==> config.mk <==
export PLATFORM = sky130hd
export DESIGN_NAME = life_generation_step_torus
export DESIGN_NICKNAME = d
export VERILOG_FILES = /design/src/lgs_pkg.sv /design/src/life_generation_step_torus.sv /design/src/lgs_cell_lane.sv /design/src/lgs_gen_row.sv
export VERILOG_INCLUDE_DIRS = /design/src /design/src/src
export SDC_FILE = /design/constraint.sdc
export NUM_CORES = 1
export LEC_CHECK = 0
export ABC_AREA = 1
export ABC_CLOCK_PERIOD_IN_PS = 14130
export BUFFER_PORTS_ARGS = -buffer_cell sky130_fd_sc_hd__buf_2
export CAP_MARGIN = 20
export CORE_MARGIN = 2
export CORE_UTILIZATION = 35
export CTS_CLUSTER_DIAMETER = 150
export DETAILED_ROUTE_END_ITERATION = 6
export PLACE_DENSITY = 0.51
export REMOVE_ABC_BUFFERS = 1
export SETUP_SLACK_MARGIN = 0.02
export SYNTH_ARGS = -nofsm -noshare
export SYNTH_HDL_FRONTEND = slang
export SYNTH_SLANG_ARGS = --single-unit
==> constraint.sdc <==
create_clock -name clk_i -period 14.13 [get_ports clk_i]
set_clock_uncertainty 0.05 [all_clocks]
set_input_delay 0.7065 -clock clk_i [delete_from_list [all_inputs] [get_ports clk_i]]
set_output_delay 0.7065 -clock clk_i [all_outputs]
set_load 0.01 [all_outputs]
==> src/assert_macros.svh <==
`ifndef ASSERT_MACROS_SVH
`define ASSERT_MACROS_SVH

// Concurrent check on clk_i, off while rst_ni is low.
`define ASSERT_CLK(label, prop, msg) \
  label: assert property (@(posedge clk_i) disable iff (!rst_ni) (prop)) \
    else $error(msg);

// Two signal expressions never high at once.
`define ASSERT_EXCL(label, a, b, msg) \
  label: assert property (@(posedge clk_i) disable iff (!rst_ni) !((a) && (b))) \
    else $error(msg);

`endif

==> src/lgs_pkg.sv <==
`timescale 1ns / 1ps
`default_nettype none

package lgs_pkg;

  localparam int GridRows = 32;
  localparam int GridCols = 32;
  localparam int RowIdxW  = $clog2(GridRows);

  localparam int InFieldW  = 32;
  localparam int IdxFieldW = 5;

  // B3/S23
  localparam int BirthCount   = 3;
  localparam int SurviveCount = 2;

  typedef logic [GridCols-1:0] row_t;
  typedef logic [RowIdxW-1:0]  row_idx_t;

  // 3x3 window around one cell: bit 0 left, bit 1 center, bit 2 right
  typedef struct packed {
    logic [2:0] up;
    logic [2:0] mid;
    logic [2:0] dn;
  } nbhd_t;

  typedef enum logic {
    ST_LOAD,
    ST_EMIT
  } state_e;

endpackage

`default_nettype wire

==> src/life_generation_step_torus.sv <==
// Flow: after the last input row is taken the state moves to emit; from there each
//   next-generation row goes through the output register. A grid loads one row per cycle
//   while in_valid_i is high, then emits one row per cycle unless held by out_stall_i.
// Reset: state, row counter and output valid clear at once; the grid rows need no reset
//   and are fully rewritten before every generation.
`timescale 1ns / 1ps
`default_nettype none

module life_generation_step_torus (
  input  logic        clk_i,
  input  logic        rst_ni,
  // input rows
  input  logic        in_valid_i,
  output logic        in_stall_o,
  input  logic [31:0] row_cells_i,
  // next-generation rows
  output logic        out_valid_o,
  input  logic        out_stall_i,
  output logic [31:0] next_row_cells_o,
  output logic [4:0]  out_row_index_o,
  output logic        last_row_o
);

  `include "assert_macros.svh"

  localparam lgs_pkg::row_idx_t LastIdx = lgs_pkg::RowIdxW'(lgs_pkg::GridRows - 1);

  lgs_pkg::state_e   state_q, state_d;
  lgs_pkg::row_idx_t cnt_q, cnt_d;

  // Grid held as a row ring. Load shifts rows in at the top slot, so slot 0
  // ends up with row 0. During emit the ring rotates by one per row, so the
  // current row always sits in slot 0, the row below in slot 1 and the row
  // above in the top slot (vertical wrap for free).
  lgs_pkg::row_t grid_q [lgs_pkg::GridRows];
  lgs_pkg::row_t grid_d [lgs_pkg::GridRows];

  // output register
  logic              out_valid_q, out_valid_d;
  lgs_pkg::row_t     out_row_q;
  lgs_pkg::row_idx_t out_idx_q;
  logic              out_last_q;

  logic          in_xact;
  logic          out_xact;
  logic          out_load;
  logic          cnt_last;
  lgs_pkg::row_t next_row;

  assign in_xact  = in_valid_i && !in_stall_o;
  assign out_xact = out_valid_q && !out_stall_i;
  assign cnt_last = (cnt_q == LastIdx);

  // lanes: one cell per column, merged into one row
  lgs_gen_row u_gen (
    .up_i   (grid_q[lgs_pkg::GridRows-1]),
    .mid_i  (grid_q[0]),
    .dn_i   (grid_q[1]),
    .next_o (next_row)
  );

  // next state
  always_comb begin
    state_d = state_q;
    unique case (state_q)
      lgs_pkg::ST_LOAD: begin
        if (in_xact && cnt_last) state_d = lgs_pkg::ST_EMIT;
      end
      lgs_pkg::ST_EMIT: begin
        if (out_load && cnt_last) state_d = lgs_pkg::ST_LOAD;
      end
      default: state_d = lgs_pkg::ST_LOAD;
    endcase
  end

  // state outputs
  always_comb begin
    in_stall_o = 1'b1;
    out_load   = 1'b0;
    unique case (state_q)
      lgs_pkg::ST_LOAD: begin
        in_stall_o = 1'b0;
      end
      lgs_pkg::ST_EMIT: begin
        // room in the output register: empty, or being drained this cycle
        out_load = !out_valid_q || !out_stall_i;
      end
      default: begin
        in_stall_o = 1'b1;
      end
    endcase
  end

  // row counter: rows loaded, then rows emitted
  always_comb begin
    cnt_d = cnt_q;
    if (in_xact || out_load) begin
      cnt_d = cnt_last ? '0 : cnt_q + lgs_pkg::RowIdxW'(1);
    end
  end

  // ring shift on load, rotate on emit
  always_comb begin
    grid_d = grid_q;
    if (in_xact) begin
      for (int k = 0; k < lgs_pkg::GridRows - 1; k++) grid_d[k] = grid_q[k+1];
      grid_d[lgs_pkg::GridRows-1] = lgs_pkg::row_t'(row_cells_i);
    end else if (out_load) begin
      for (int k = 0; k < lgs_pkg::GridRows - 1; k++) grid_d[k] = grid_q[k+1];
      grid_d[lgs_pkg::GridRows-1] = grid_q[0];
    end
  end

  always_comb begin
    priority if (out_load) out_valid_d = 1'b1;
    else if (out_xact)     out_valid_d = 1'b0;
    else                   out_valid_d = out_valid_q;
  end

  always_ff @(posedge clk_i or negedge rst_ni) begin
    if (!rst_ni) begin
      state_q     <= lgs_pkg::ST_LOAD;
      cnt_q       <= '0;
      out_valid_q <= 1'b0;
    end else begin
      state_q     <= state_d;
      cnt_q       <= cnt_d;
      out_valid_q <= out_valid_d;
    end
  end

  // payload, no reset
  always_ff @(posedge clk_i) begin
    grid_q <= grid_d;
    if (out_load) begin
      out_row_q  <= next_row;
      out_idx_q  <= cnt_q;
      out_last_q <= cnt_last;
    end
  end

  assign out_valid_o      = out_valid_q;
  assign next_row_cells_o = lgs_pkg::InFieldW'(out_row_q);
  assign out_row_index_o  = lgs_pkg::IdxFieldW'(out_idx_q);
  assign last_row_o       = out_last_q;

  // ---------------------------------------------------------------------------
  // checks

  // the last marker rides only on the bottom row
  `ASSERT_CLK(a_last_idx, (out_valid_o && last_row_o) |-> (out_idx_q == LastIdx), "last_row on wrong row")

  // loading and emitting never overlap
  `ASSERT_EXCL(a_load_emit_excl, !in_stall_o, out_load, "row taken while emitting")

  // once the last row leaves while loading, nothing follows until a new grid is loaded
  `ASSERT_CLK(a_drain_after_last,
              (out_xact && last_row_o && state_q == lgs_pkg::ST_LOAD) |=> !out_valid_o,
              "result after last row")

endmodule

`default_nettype wire

==> src/lgs_cell_lane.sv <==
`timescale 1ns / 1ps
`default_nettype none

module lgs_cell_lane (
  input  lgs_pkg::nbhd_t nbhd_i,
  output logic           alive_o
);

  logic [3:0] cnt;

  always_comb begin
    cnt = 4'(nbhd_i.up[0]) + 4'(nbhd_i.up[1]) + 4'(nbhd_i.up[2])
        + 4'(nbhd_i.mid[0]) + 4'(nbhd_i.mid[2])
        + 4'(nbhd_i.dn[0]) + 4'(nbhd_i.dn[1]) + 4'(nbhd_i.dn[2]);
    alive_o = (cnt == 4'(lgs_pkg::BirthCount))
           || (nbhd_i.mid[1] && (cnt == 4'(lgs_pkg::SurviveCount)));
  end

endmodule

`default_nettype wire

==> src/lgs_gen_row.sv <==
`timescale 1ns / 1ps
`default_nettype none

module lgs_gen_row (
  input  lgs_pkg::row_t up_i,
  input  lgs_pkg::row_t mid_i,
  input  lgs_pkg::row_t dn_i,
  output lgs_pkg::row_t next_o
);

  // one lane per column, wrap on the column axis
  for (genvar j = 0; j < lgs_pkg::GridCols; j++) begin : g_lane
    localparam int Lft = (j + lgs_pkg::GridCols - 1) % lgs_pkg::GridCols;
    localparam int Rgt = (j + 1) % lgs_pkg::GridCols;

    lgs_pkg::nbhd_t nb;

    assign nb.up  = {up_i[Rgt],  up_i[j],  up_i[Lft]};
    assign nb.mid = {mid_i[Rgt], mid_i[j], mid_i[Lft]};
    assign nb.dn  = {dn_i[Rgt],  dn_i[j],  dn_i[Lft]};

    lgs_cell_lane u_lane (
      .nbhd_i  (nb),
      .alive_o (next_o[j])
    );
  end

endmodule

`default_nettype wire

==> results.sh, run 1 <==
export IMPL_worst_setup_path_end_kind="flop"
export IMPL_setup_slack_ns=9.307
export IMPL_dr_pass1_iters=5
export IMPL_insertion_delay_ns=0.67
export IMPL_total_leakage_power_nw=16.68
export IMPL_synth_cell_type_count=20
export IMPL_overflow=0
export IMPL_slew_viol_final=0
export IMPL_place_gp_congestion=0.7072
export IMPL_rsz0062_at_grt="no"
export IMPL_cts_htree_levels=3
export IMPL_yosys_warnings=0
export IMPL_crit_chain="inv_2 -> nand2_4 -> nand2_8 -> buf_12 -> buf_4 -> buf_4"
export IMPL_status="finished clean"
export IMPL_wire_per_inst_um=15.54
export IMPL_relSlewSlack_pct=27.46
export IMPL_numCtsBuffers=108
export IMPL_clk_pin_slew_ns=0.06
export IMPL_synthDominantCellAreaShare_pct=82.56
export IMPL_cts_root_buffer="clkbuf_16"
export IMPL_maxCapViolations=0
export IMPL_criticalPathCategory="reg -> reg"
export IMPL_dieArea_mm2=0.1130
export IMPL_synth_seq_cells=1069
export IMPL_start_util_pct=35.39
export IMPL_place_area_mm2=0.04091
export IMPL_cp_required_ns=14.36
export IMPL_grt_pass1_wl_um=91380
export IMPL_cp_start_kind="flop"
export IMPL_num_rows=121
export IMPL_wirelength_um=57620
export IMPL_die_h_um=336.2
export IMPL_die_w_um=336.2
export IMPL_core_area_mm2=0.1092
export IMPL_drc=0
export IMPL_crit_fanout=193
export IMPL_synth_area_mm2=0.03863
export IMPL_crit_path_max_incr_delay_ns=0.90
export IMPL_drt_iter0_drc=1330
export IMPL_seq_area_frac_synth_pct=83.01
export IMPL_yosysTopAreaCell="edfxtp_1"
export IMPL_antenna_found_initial=2
export IMPL_power_w=0.009677
export IMPL_first_global_vias=16300
export IMPL_vdd_drop_max_mv=0.1065
export IMPL_fin_util_pct=40.68
export IMPL_fin_area_mm2=0.04440
export IMPL_grt_start_max_net_pins=202
export IMPL_hold_viol=0
export IMPL_ctsLongestPathBuffers=3
export IMPL_route_detailed_vias_per_inst=4.256
export IMPL_hold_slack_ns=0.2307
export IMPL_cts_sinks=1069
export IMPL_tritoncts="done"
export IMPL_powerDensity_mw_per_mm2=217.9
export IMPL_drive_gt1_share_pct=11.74
export IMPL_min_period_ns=4.823
export IMPL_final_cell_mix="1062 x edfxtp_1, 332 x inv_1, 128 x fa_1"
export IMPL_pre_cts_ws_ns=8.794
export IMPL_hp_class="in -> reg"
export IMPL_finalSetupViolCount=0
export IMPL_min_period_over_period_pct=34.13
export IMPL_worstMarginPinSlew_ns=1.088
export IMPL_synth_area_per_cell_um2=19.80
export IMPL_dpl_hpwl_um=32330
export IMPL_synth_area_top_cells="edfxtp_1 83%, fa_1 6.6%, inv_1 3.2%"
export IMPL_ant_nets=0
export IMPL_finalNetCount=2403
export IMPL_grt_use_total_pct=10.31
export IMPL_cpMaxStageDelayCell="buf_4"
export IMPL_area_delta_synth_final_pct=14.94
export IMPL_layout_commonest_cell="edfxtp_1"
export IMPL_arrival_ns=5.05
export IMPL_numPortBuffers=75
export IMPL_synthCells=1951
export IMPL_crit_top_cell="buf_4"
export IMPL_max_freq_mhz=207.3
export IMPL_io_pins=76
export IMPL_vias=15790
sequential cells by signal, summed over array words and instances, names as in the netlist:
register / cells
grid_q: 1024
out_valid_o: 1
next_row_cells_o: 32
cnt_q: 5
state_q: 1
last_row_o: 1
out_row_index_o: 5
logic make-up (layout without fill, tap and decap cells):
group	after synthesis	after routing	share of synthesized area, %
flops	1069	1069	83.01
buf+inv	341	622	3.391
simple gates	256	256	2.821
fa+ha+maj	226	226	9.808
compound gates	58	58	0.9458
xor+xnor	1	1	0.02268
other cells	0	1	0
final timing paths:
kind,start,to,slack [ns],cells after the start
worst max-delay path,state_q,grid_q[501],9.31,6
worst min-delay path,out_stall_i,out_valid_o,0.23,3
worst max register to register,state_q,grid_q[501],9.31,6
worst min register to register,grid_q[699],grid_q[731],0.36,0
max in group asynchronous,rst_ni,cnt_q[4],13.51,2
min in group asynchronous,rst_ni,state_q,0.36,2
worst max-delay path: cells and delay by family, from the launching register on:
kind | cells | cell delay, ns
buf+inv | 4 | 2.60
simple gates | 2 | 0.95
flops | 1 | 0.42
metrics by stage:
step           TNS [ns]  std cells
2_1_floorplan   -393.95       1944
3_3_place_gp          0       3504
3_5_place_dp          0       3504
4_1_cts               0       3706
5_1_grt               0       3708
6_report              0       3709
layer usage:
| layer | GRT usage, % | vias to the layer above | part of all wire (%) |
|---|---|---|---|
| li1 | - | 7310 | - |
| met1 | 15.51 | 8091 | 50 |
| met2 | 14.61 | 264 | 43 |
| met3 | 2.451 | 120 | 5.0 |
| met5 | 0 | - | 0 |
| met4 | 3.492 | 0 | 2.7 |
cells in the mapped netlist:
master    number
nand4_1        1
edfxtp_1    1062
buf_6          3
buf_2          3
nor2_1       107
inv_2          1
nand3b_1      22
nand2_4        1
a21oi_1       24
inv_1        333
nand2_2        1
fa_1         128
a21oi_2       20
o21ai_0       14
ha_1          98
nand2_1       97
dfrtp_1        7
xor2_1         1
buf_4          1
nand3_1       27
report_power, final:
group	switching [W]	total, W	leakage (nW)	internal (W)
logic	0.00126	0.00202	4.54	0.000761
registers	0.000291	0.00491	10.5	0.00462
clock network	0.00115	0.00275	1.69	0.00160
final cells by class:
type | count | area (um^2)
inverters | 334 | 1254
repair buffers | 87 | 530.5
clock buffers | 134 | 2864
diodes | 1 | 2.502
multi-input cells | 541 | 5266
well taps | 1476 | 1847
flip-flops and latches | 1069 | 32070
fillers | 9659 | 64760
clock inverters | 67 | 570.5
timing repair:
item / 4_1_cts / 5_1_grt
hold buffers: 1 / 0
setup buffers: 0 / 0
resized for setup: 0 / 0
hold endpoints to repair: 7 / 0
Note: power is estimated with default switching activity, not from simulation.
==> inputs of run 2 (changes only) <==
- ABC_CLOCK_PERIOD_IN_PS: 14130 -> 4200
- clock period: 14.13 -> 4.2 ns (I/O delays scaled with it)
==> run 2 against run 1 <==
Effect of this change: via count grew 0.81%; register-to-register slack lost 8.5 ns; non-clock buffer count grew 45; die area is the same; sequential power grew to 3.3 times the previous value; sequential share of layout area shrank 0.88 points; core utilization grew 0.50 points; global-route usage grew 0.079 points; design area grew 1.2%; critical path type unchanged.
==> results.sh, run 2 (same netlist as run 1, synthesis figures left out) <==
export IMPL_core_area_mm2=0.1092
export IMPL_vias=15910
export IMPL_cts_sinks=1069
export IMPL_worst_setup_path_end_kind="flop"
export IMPL_hold_viol=0
export IMPL_min_period_over_period_pct=80.63
export IMPL_r2r_start="grid_q[7]"
export IMPL_grt_util_met2_pct=14.88
export IMPL_cp_num_buf_inv=3
export IMPL_wirelength_um=57710
export IMPL_overflow=0
export IMPL_start_util_pct=35.39
export IMPL_p_clk_share_pct=28.7
export IMPL_dr_pass1_iters=5
export IMPL_grt_use_total_pct=10.39
export IMPL_antenna_found_initial=2
export IMPL_p_int_w=0.02371
export IMPL_clk_pin_slew_ns=0.06
export IMPL_drc=0
export IMPL_gr_max_usage_layer="met1"
export IMPL_total_leakage_power_nw=16.91
export IMPL_r2r_slack_ns=0.81
export IMPL_vdd_drop_max_mv=0.3447
export IMPL_cts_htree_levels=3
export IMPL_crit_chain="ha_1 -> inv_1 -> fa_1 -> fa_1 -> inv_1 -> fa_1 -> inv_1 -> fa_1 -> nor2_1 -> o21ai_0 -> a21oi_1"
export IMPL_hp_class="in -> reg"
export IMPL_rsz0062_at_grt="no"
export IMPL_area_delta_synth_final_pct=16.37
export IMPL_sw_frac_of_total_pct=27.72
export IMPL_nFillCells=9635
export IMPL_comb_power_share_pct=21.2
export IMPL_dpl_hpwl_um=32770
export IMPL_numPortBuffers=75
export IMPL_finalSetupTns_ns=0
export IMPL_p_switching_w=0.009093
export IMPL_insertion_delay_ns=0.66
export IMPL_grt_start_max_net_pins=131
export IMPL_cpMaxStageDelayCell="edfxtp_1"
export IMPL_relSlewSlack_pct=44.80
export IMPL_route_detailed_vias_per_inst=4.247
export IMPL_first_global_vias=16740
export IMPL_place_inst=3517
export IMPL_die_w_um=336.2
export IMPL_arrival_ns=3.81
export IMPL_use_met3_pct=2.463
export IMPL_crit_path_max_incr_delay_ns=0.51
export IMPL_critPathLaunch="grid_q[7]"
export IMPL_crit_end="next_row_cells_o[7]"
export IMPL_dieArea_mm2=0.1130
export IMPL_io_pins=76
export IMPL_layout_commonest_cell="edfxtp_1"
export IMPL_ant_nets=0
export IMPL_antenna_cells=0
export IMPL_grt_pass1_wl_um=92430
export IMPL_regMostFlops="grid_q"
export IMPL_grt_use_met1_pct=15.42
export IMPL_cpLargestDelayFamily="adder cells"
export IMPL_pwr_share_seq_pct=50.1
export IMPL_powerDensity_mw_per_mm2=729.7
export IMPL_place_gp_congestion=0.7374
export IMPL_crit_fanout=4
export IMPL_drive_gt1_share_pct=11.76
export IMPL_num_rows=121
export IMPL_numCtsBuffers=106
export IMPL_wire_per_inst_um=15.40
export IMPL_reg2regPathDepth=11
export IMPL_finalNetCount=2446
export IMPL_crit_top_cell="fa_1"
export IMPL_cts_root_buffer="clkbuf_16"
export IMPL_status="finished clean"
export IMPL_drt_iter0_drc=1310
export IMPL_ctsLongestPathBuffers=3
export IMPL_min_period_ns=3.386
export IMPL_worstMarginPinSlew_ns=0.8281
export IMPL_finalSetupViolCount=0
export IMPL_cp_start_kind="flop"
export IMPL_die_h_um=336.2
export IMPL_slew_viol_final=0
export IMPL_crit_cells=11
export IMPL_r2r_end="next_row_cells_o[7]"
export IMPL_maxCapViolations=0
export IMPL_criticalPathCategory="reg -> reg"
export IMPL_stdcell_count=3747
export IMPL_tritoncts="done"
export IMPL_final_cell_mix="1062 x edfxtp_1, 332 x inv_1, 128 x fa_1"
export IMPL_cp_required_ns=4.62
export IMPL_largest_reg_flops=1024
export IMPL_max_freq_mhz=295.3
==> run 2: changes by cell type in the layout (fill, tap and decap cells not counted), sizes merged <==
| cell | delta |
|---|---|
| buf | +11 |
| dlygate4sd3 | +34 |
| clkbuf | -5 |
| bufinv | +5 |
| diode | -1 |
| clkinv | -8 |
| inv | +2 |
==> run 2: per-stage QoR <==
stage / cell area (um^2) / util (%) / total power, W / worst slack, ns / hold slack (ns)
after floorplan: 38570 / - / 0.01904 / -10.10 / -0.1356
after global placement: 41140 / 37.69 / 0.02306 / 0.8300 / -0.005491
after detailed placement: 41140 / 37.69 / 0.02367 / 0.8627 / 0.005439
after CTS: 44950 / 41.18 / 0.03344 / 0.7922 / 0.1912
after global routing: 44950 / 41.18 / 0.03520 / 0.6603 / 0.2493
final: 44950 / 41.18 / 0.03280 / 0.8137 / 0.2525
==> run 2: worst min-delay path by stage <==
| stage | start | endpoint | slack [ns] | depth (start not counted) |
|---|---|---|---|---|
| 6_report | out_stall_i | out_valid_o | 0.25 | 4 |
| 5_1_grt | out_stall_i | out_valid_o | 0.25 | 4 |
| 4_1_cts | out_stall_i | out_valid_o | 0.19 | 4 |
| 3_5_place_dp | rst_ni | cnt_q[2] | 0.005 | 1 |
| 3_3_place_gp | rst_ni | out_valid_o | -0.005 | 1 |
| 2_1_floorplan | rst_ni | cnt_q[0] | -0.14 | 0 |
==> run 2: routing by layer <==
metal / part of all wire (%) / up-vias
met1: 50 / 8161
met4: 2.9 / 0
met5: 0 / -
li1: - / 7402
met2: 43 / 233
met3: 4.1 / 117
==> run 2: power by group through the flow <==
stage	registers (W)	logic, W	clock network (W)
2_1_floorplan	0.0156	0.00345	0
3_3_place_gp	0.0166	0.00642	0
3_5_place_dp	0.0166	0.00705	0
4_1_cts	0.0165	0.00711	0.00980
5_1_grt	0.0167	0.00824	0.0102
6_report	0.0164	0.00695	0.00941
==> run 2: area by class of cell <==
cell class	instances	area [um^2]	share of cell area, %
multi-input cells	541	5266	11.72
repair buffers	132	1054	2.344
clock buffers	129	2760	6.140
inverters	334	1254	2.789
well taps	1476	1847	4.108
clock inverters	66	704.4	1.567
flip-flops and latches	1069	32070	71.34
==> run 2: worst min-delay path, delay by kind of cell <==
kind / cells / cell delay (ns)
AND/OR/NAND/NOR: 2 / 0.10
buffers and inverters: 2 / 0.61
==> run 2: repair_timing <==
action                    4_1_cts  5_1_grt
hold buffers                   35        0
setup buffers                   0        0
gates resized for setup         0        0
hold endpoints to repair       40        0
==> inputs of run 3 (changes only) <==
- ABC_AREA: 1 -> 0
- ABC_CLOCK_PERIOD_IN_PS: 4200 -> 3000
- clock period: 4.2 -> 3 ns (I/O delays scaled with it)
==> run 3 against run 2 <==
Effect of this change: the flow now finishes with violations (setup timing); synthesized cell count shrank 6.4%; die area fell by 0.83%; area after synthesis is 0.84% lower; critical path type unchanged; fmax increased by 6.6%; core utilization rose by 1.4 points.
==> results.sh, run 3 <==
export IMPL_place_inst=3411
export IMPL_wire_per_inst_um=15.50
export IMPL_die_w_um=334.8
export IMPL_tritoncts="done"
export IMPL_hold_path_end="out_valid_o"
export IMPL_seq_area_frac_synth_pct=83.71
export IMPL_synthCells=1826
export IMPL_crit_fanout=2
export IMPL_yosys_warnings=0
export IMPL_whs_path_depth=3
export IMPL_slew_viol_final=0
export IMPL_reg2regPathDepth=10
export IMPL_r2r_slack_ns=-0.18
export IMPL_grt_use_total_pct=10.34
export IMPL_worst_setup_path_end_kind="flop"
export IMPL_yosysMostFrequentCell="edfxtp_1"
export IMPL_antenna_found_initial=1
export IMPL_insertion_delay_ns=0.68
export IMPL_status="complete, but fails checks"
export IMPL_place_gp_congestion=0.7167
export IMPL_yosysTopAreaCell="edfxtp_1"
export IMPL_arrival_ns=3.63
export IMPL_worstMarginPinSlew_ns=0.9064
export IMPL_synth_seq_cells=1069
export IMPL_holdCritStartpoint="out_stall_i"
export IMPL_grt_use_met1_pct=14.78
export IMPL_regMostFlops="grid_q"
export IMPL_start_util_pct=35.24
export IMPL_num_rows=121
export IMPL_drc=0
export IMPL_ys_async_sr_fraction_pct=0.6548
export IMPL_cpMaxStageDelayCell="fa_1"
export IMPL_setup_slack_ns=-0.1775
export IMPL_layout_commonest_cell="edfxtp_1"
export IMPL_grt_util_met2_pct=15.44
export IMPL_cts_sinks=1069
export IMPL_drt_iter0_drc=963
export IMPL_antenna_cells=0
export IMPL_relSlewSlack_pct=39.57
export IMPL_numPortBuffers=75
export IMPL_finalSetupViolCount=30
export IMPL_synthDominantCellAreaShare_pct=83.26
export IMPL_r2r_start="grid_q[10]"
export IMPL_maxCapViolations=0
export IMPL_cts_root_buffer="clkbuf_16"
export IMPL_clk_pin_slew_ns=0.06
export IMPL_synthTopCellsByCount="1062 x edfxtp_1, 287 x inv_1, 128 x fa_1, 98 x ha_1, 44 x nor2_1"
export IMPL_core_area_mm2=0.1087
export IMPL_synth_ff_type="edfxtp_1"
export IMPL_synth_edf_count=1062
export IMPL_finalNetCount=2452
export IMPL_max_freq_mhz=314.7
export IMPL_r2r_end="next_row_cells_o[11]"
export IMPL_use_met3_pct=2.064
export IMPL_largest_reg_flops=1024
export IMPL_crit_path_max_incr_delay_ns=0.51
export IMPL_min_period_ns=3.178
export IMPL_numCtsBuffers=109
export IMPL_vias=15890
export IMPL_crit_chain="buf_4 -> ha_1 -> inv_2 -> fa_1 -> fa_1 -> inv_1 -> fa_2 -> inv_2 -> fa_2 -> nor3_2"
export IMPL_cp_required_ns=3.45
export IMPL_dieArea_mm2=0.1121
export IMPL_synth_cell_type_count=28
export IMPL_die_h_um=334.8
export IMPL_area_delta_synth_final_pct=20.88
export IMPL_dr_pass1_iters=4
export IMPL_criticalPathCategory="reg -> reg"
export IMPL_cts_htree_levels=3
export IMPL_wirelength_um=57370
export IMPL_ant_nets=0
export IMPL_first_global_vias=16740
export IMPL_hold_viol=0
export IMPL_dpl_hpwl_um=32590
export IMPL_synth_area_top_cells="edfxtp_1 83%, fa_1 6.7%, ha_1 3.2%"
export IMPL_grt_start_max_net_pins=110
export IMPL_hp_class="in -> reg"
export IMPL_synth_area_mm2=0.03830
export IMPL_violations="setup timing"
export IMPL_gr_max_usage_layer="met2"
export IMPL_ctsLongestPathBuffers=3
export IMPL_route_detailed_vias_per_inst=4.294
export IMPL_stdcell_count=3701
export IMPL_io_pins=76
export IMPL_final_cell_mix="1062 x edfxtp_1, 224 x inv_1, 124 x buf_4"
export IMPL_overflow=0
export IMPL_synth_area_per_cell_um2=20.98
export IMPL_cp_start_kind="flop"
export IMPL_grt_pass1_wl_um=91650
export IMPL_drive_gt1_share_pct=25.10
export IMPL_min_period_over_period_pct=105.9
export IMPL_rsz0062_at_grt="yes"
run 3: cell count changes in the layout (fill, tap and decap cells not counted), sizes merged, moves of 10 or more:
cell	before	now
nand3	27	0
o21ai	14	32
nor2b	0	11
mux2i	0	16
buf	97	224
nand2	99	43
nor3	0	26
nor2	107	45
nand3b	22	6
inv	340	292
a21oi	44	8
a31oi	0	10
a211oi	0	22
run 3: routing by layer:
layer | up-vias | wire length (um) | part of all wire [%]
li1 | 7401 | - | -
met5 | - | 0 | 0
met4 | 0 | 1601 | 2.8
met3 | 113 | 2025 | 3.5
met2 | 205 | 25610 | 45
met1 | 8172 | 28130 | 49
run 3: cell families (layout without fill, tap and decap cells):
logic type                 Yosys count  after routing  synth area share (%)
and+or+nand+nor                    140            140                 1.692
AOI/OAI and AO/OA                   78             78                 1.267
adders and majority gates          226            226                 9.891
DFF                               1069           1069                 83.71
muxes                               19             19                0.5357
buffers and inverters              294            755                 2.901
run 3: through the flow:
step                      TNS [ns]  hold WS, ns  utilization (%)  area, um^2  worst slack [ns]
after floorplan                  -      -0.1956                -       38270            -19.53
after global placement      -1.732     -0.05582            38.12       41430           -0.2024
after detailed placement    -3.813     -0.05057            38.12       41430           -0.3242
after CTS                   -2.002       0.1647            42.40       46090           -0.1489
after global routing        -5.774       0.2047            42.60       46300           -0.2886
final                       -1.963       0.2254            42.60       46300           -0.1775
run 3: repair_timing:
item,4_1_cts,5_1_grt
pin swaps,47,49
endpoints found under the hold margin,46,0
resized for setup,123,52
setup buffers,31,15
setup endpoints to repair,32,32
hold buffers,36,0
run 3: final cells by class:
class / count / area [um^2]
clock buffers: 127 / 2816
repair buffers: 260 / 2115
flip-flops and latches: 1069 / 32070
multi-input cells: 463 / 5529
fillers: 9365 / 62400
clock inverters: 81 / 922.1
well taps: 1414 / 1769
inverters: 287 / 1085
run 3: critical path: cells and delay by family, from the launching register on:
| kind | cells | cell delay [ns] |
|---|---|---|
| DFF | 1 | 0.39 |
| and+or+nand+nor | 1 | 0.20 |
| buffers and inverters | 4 | 0.32 |
| adders and majority gates | 5 | 2.08 |
run 3: worst max-delay path by stage:
stage                           from  slack [ns]                   end
final                     grid_q[10]       -0.18  next_row_cells_o[11]
after global routing      grid_q[16]       -0.29  next_row_cells_o[16]
after CTS                 grid_q[12]       -0.15  next_row_cells_o[13]
after detailed placement   grid_q[1]       -0.32   next_row_cells_o[2]
after global placement    grid_q[12]       -0.20  next_row_cells_o[12]
after floorplan              state_q      -19.53             grid_q[0]
Power of run 3 is not shown: default switching activity piles up to over one toggle a cycle in this logic, so the estimate is an artifact.
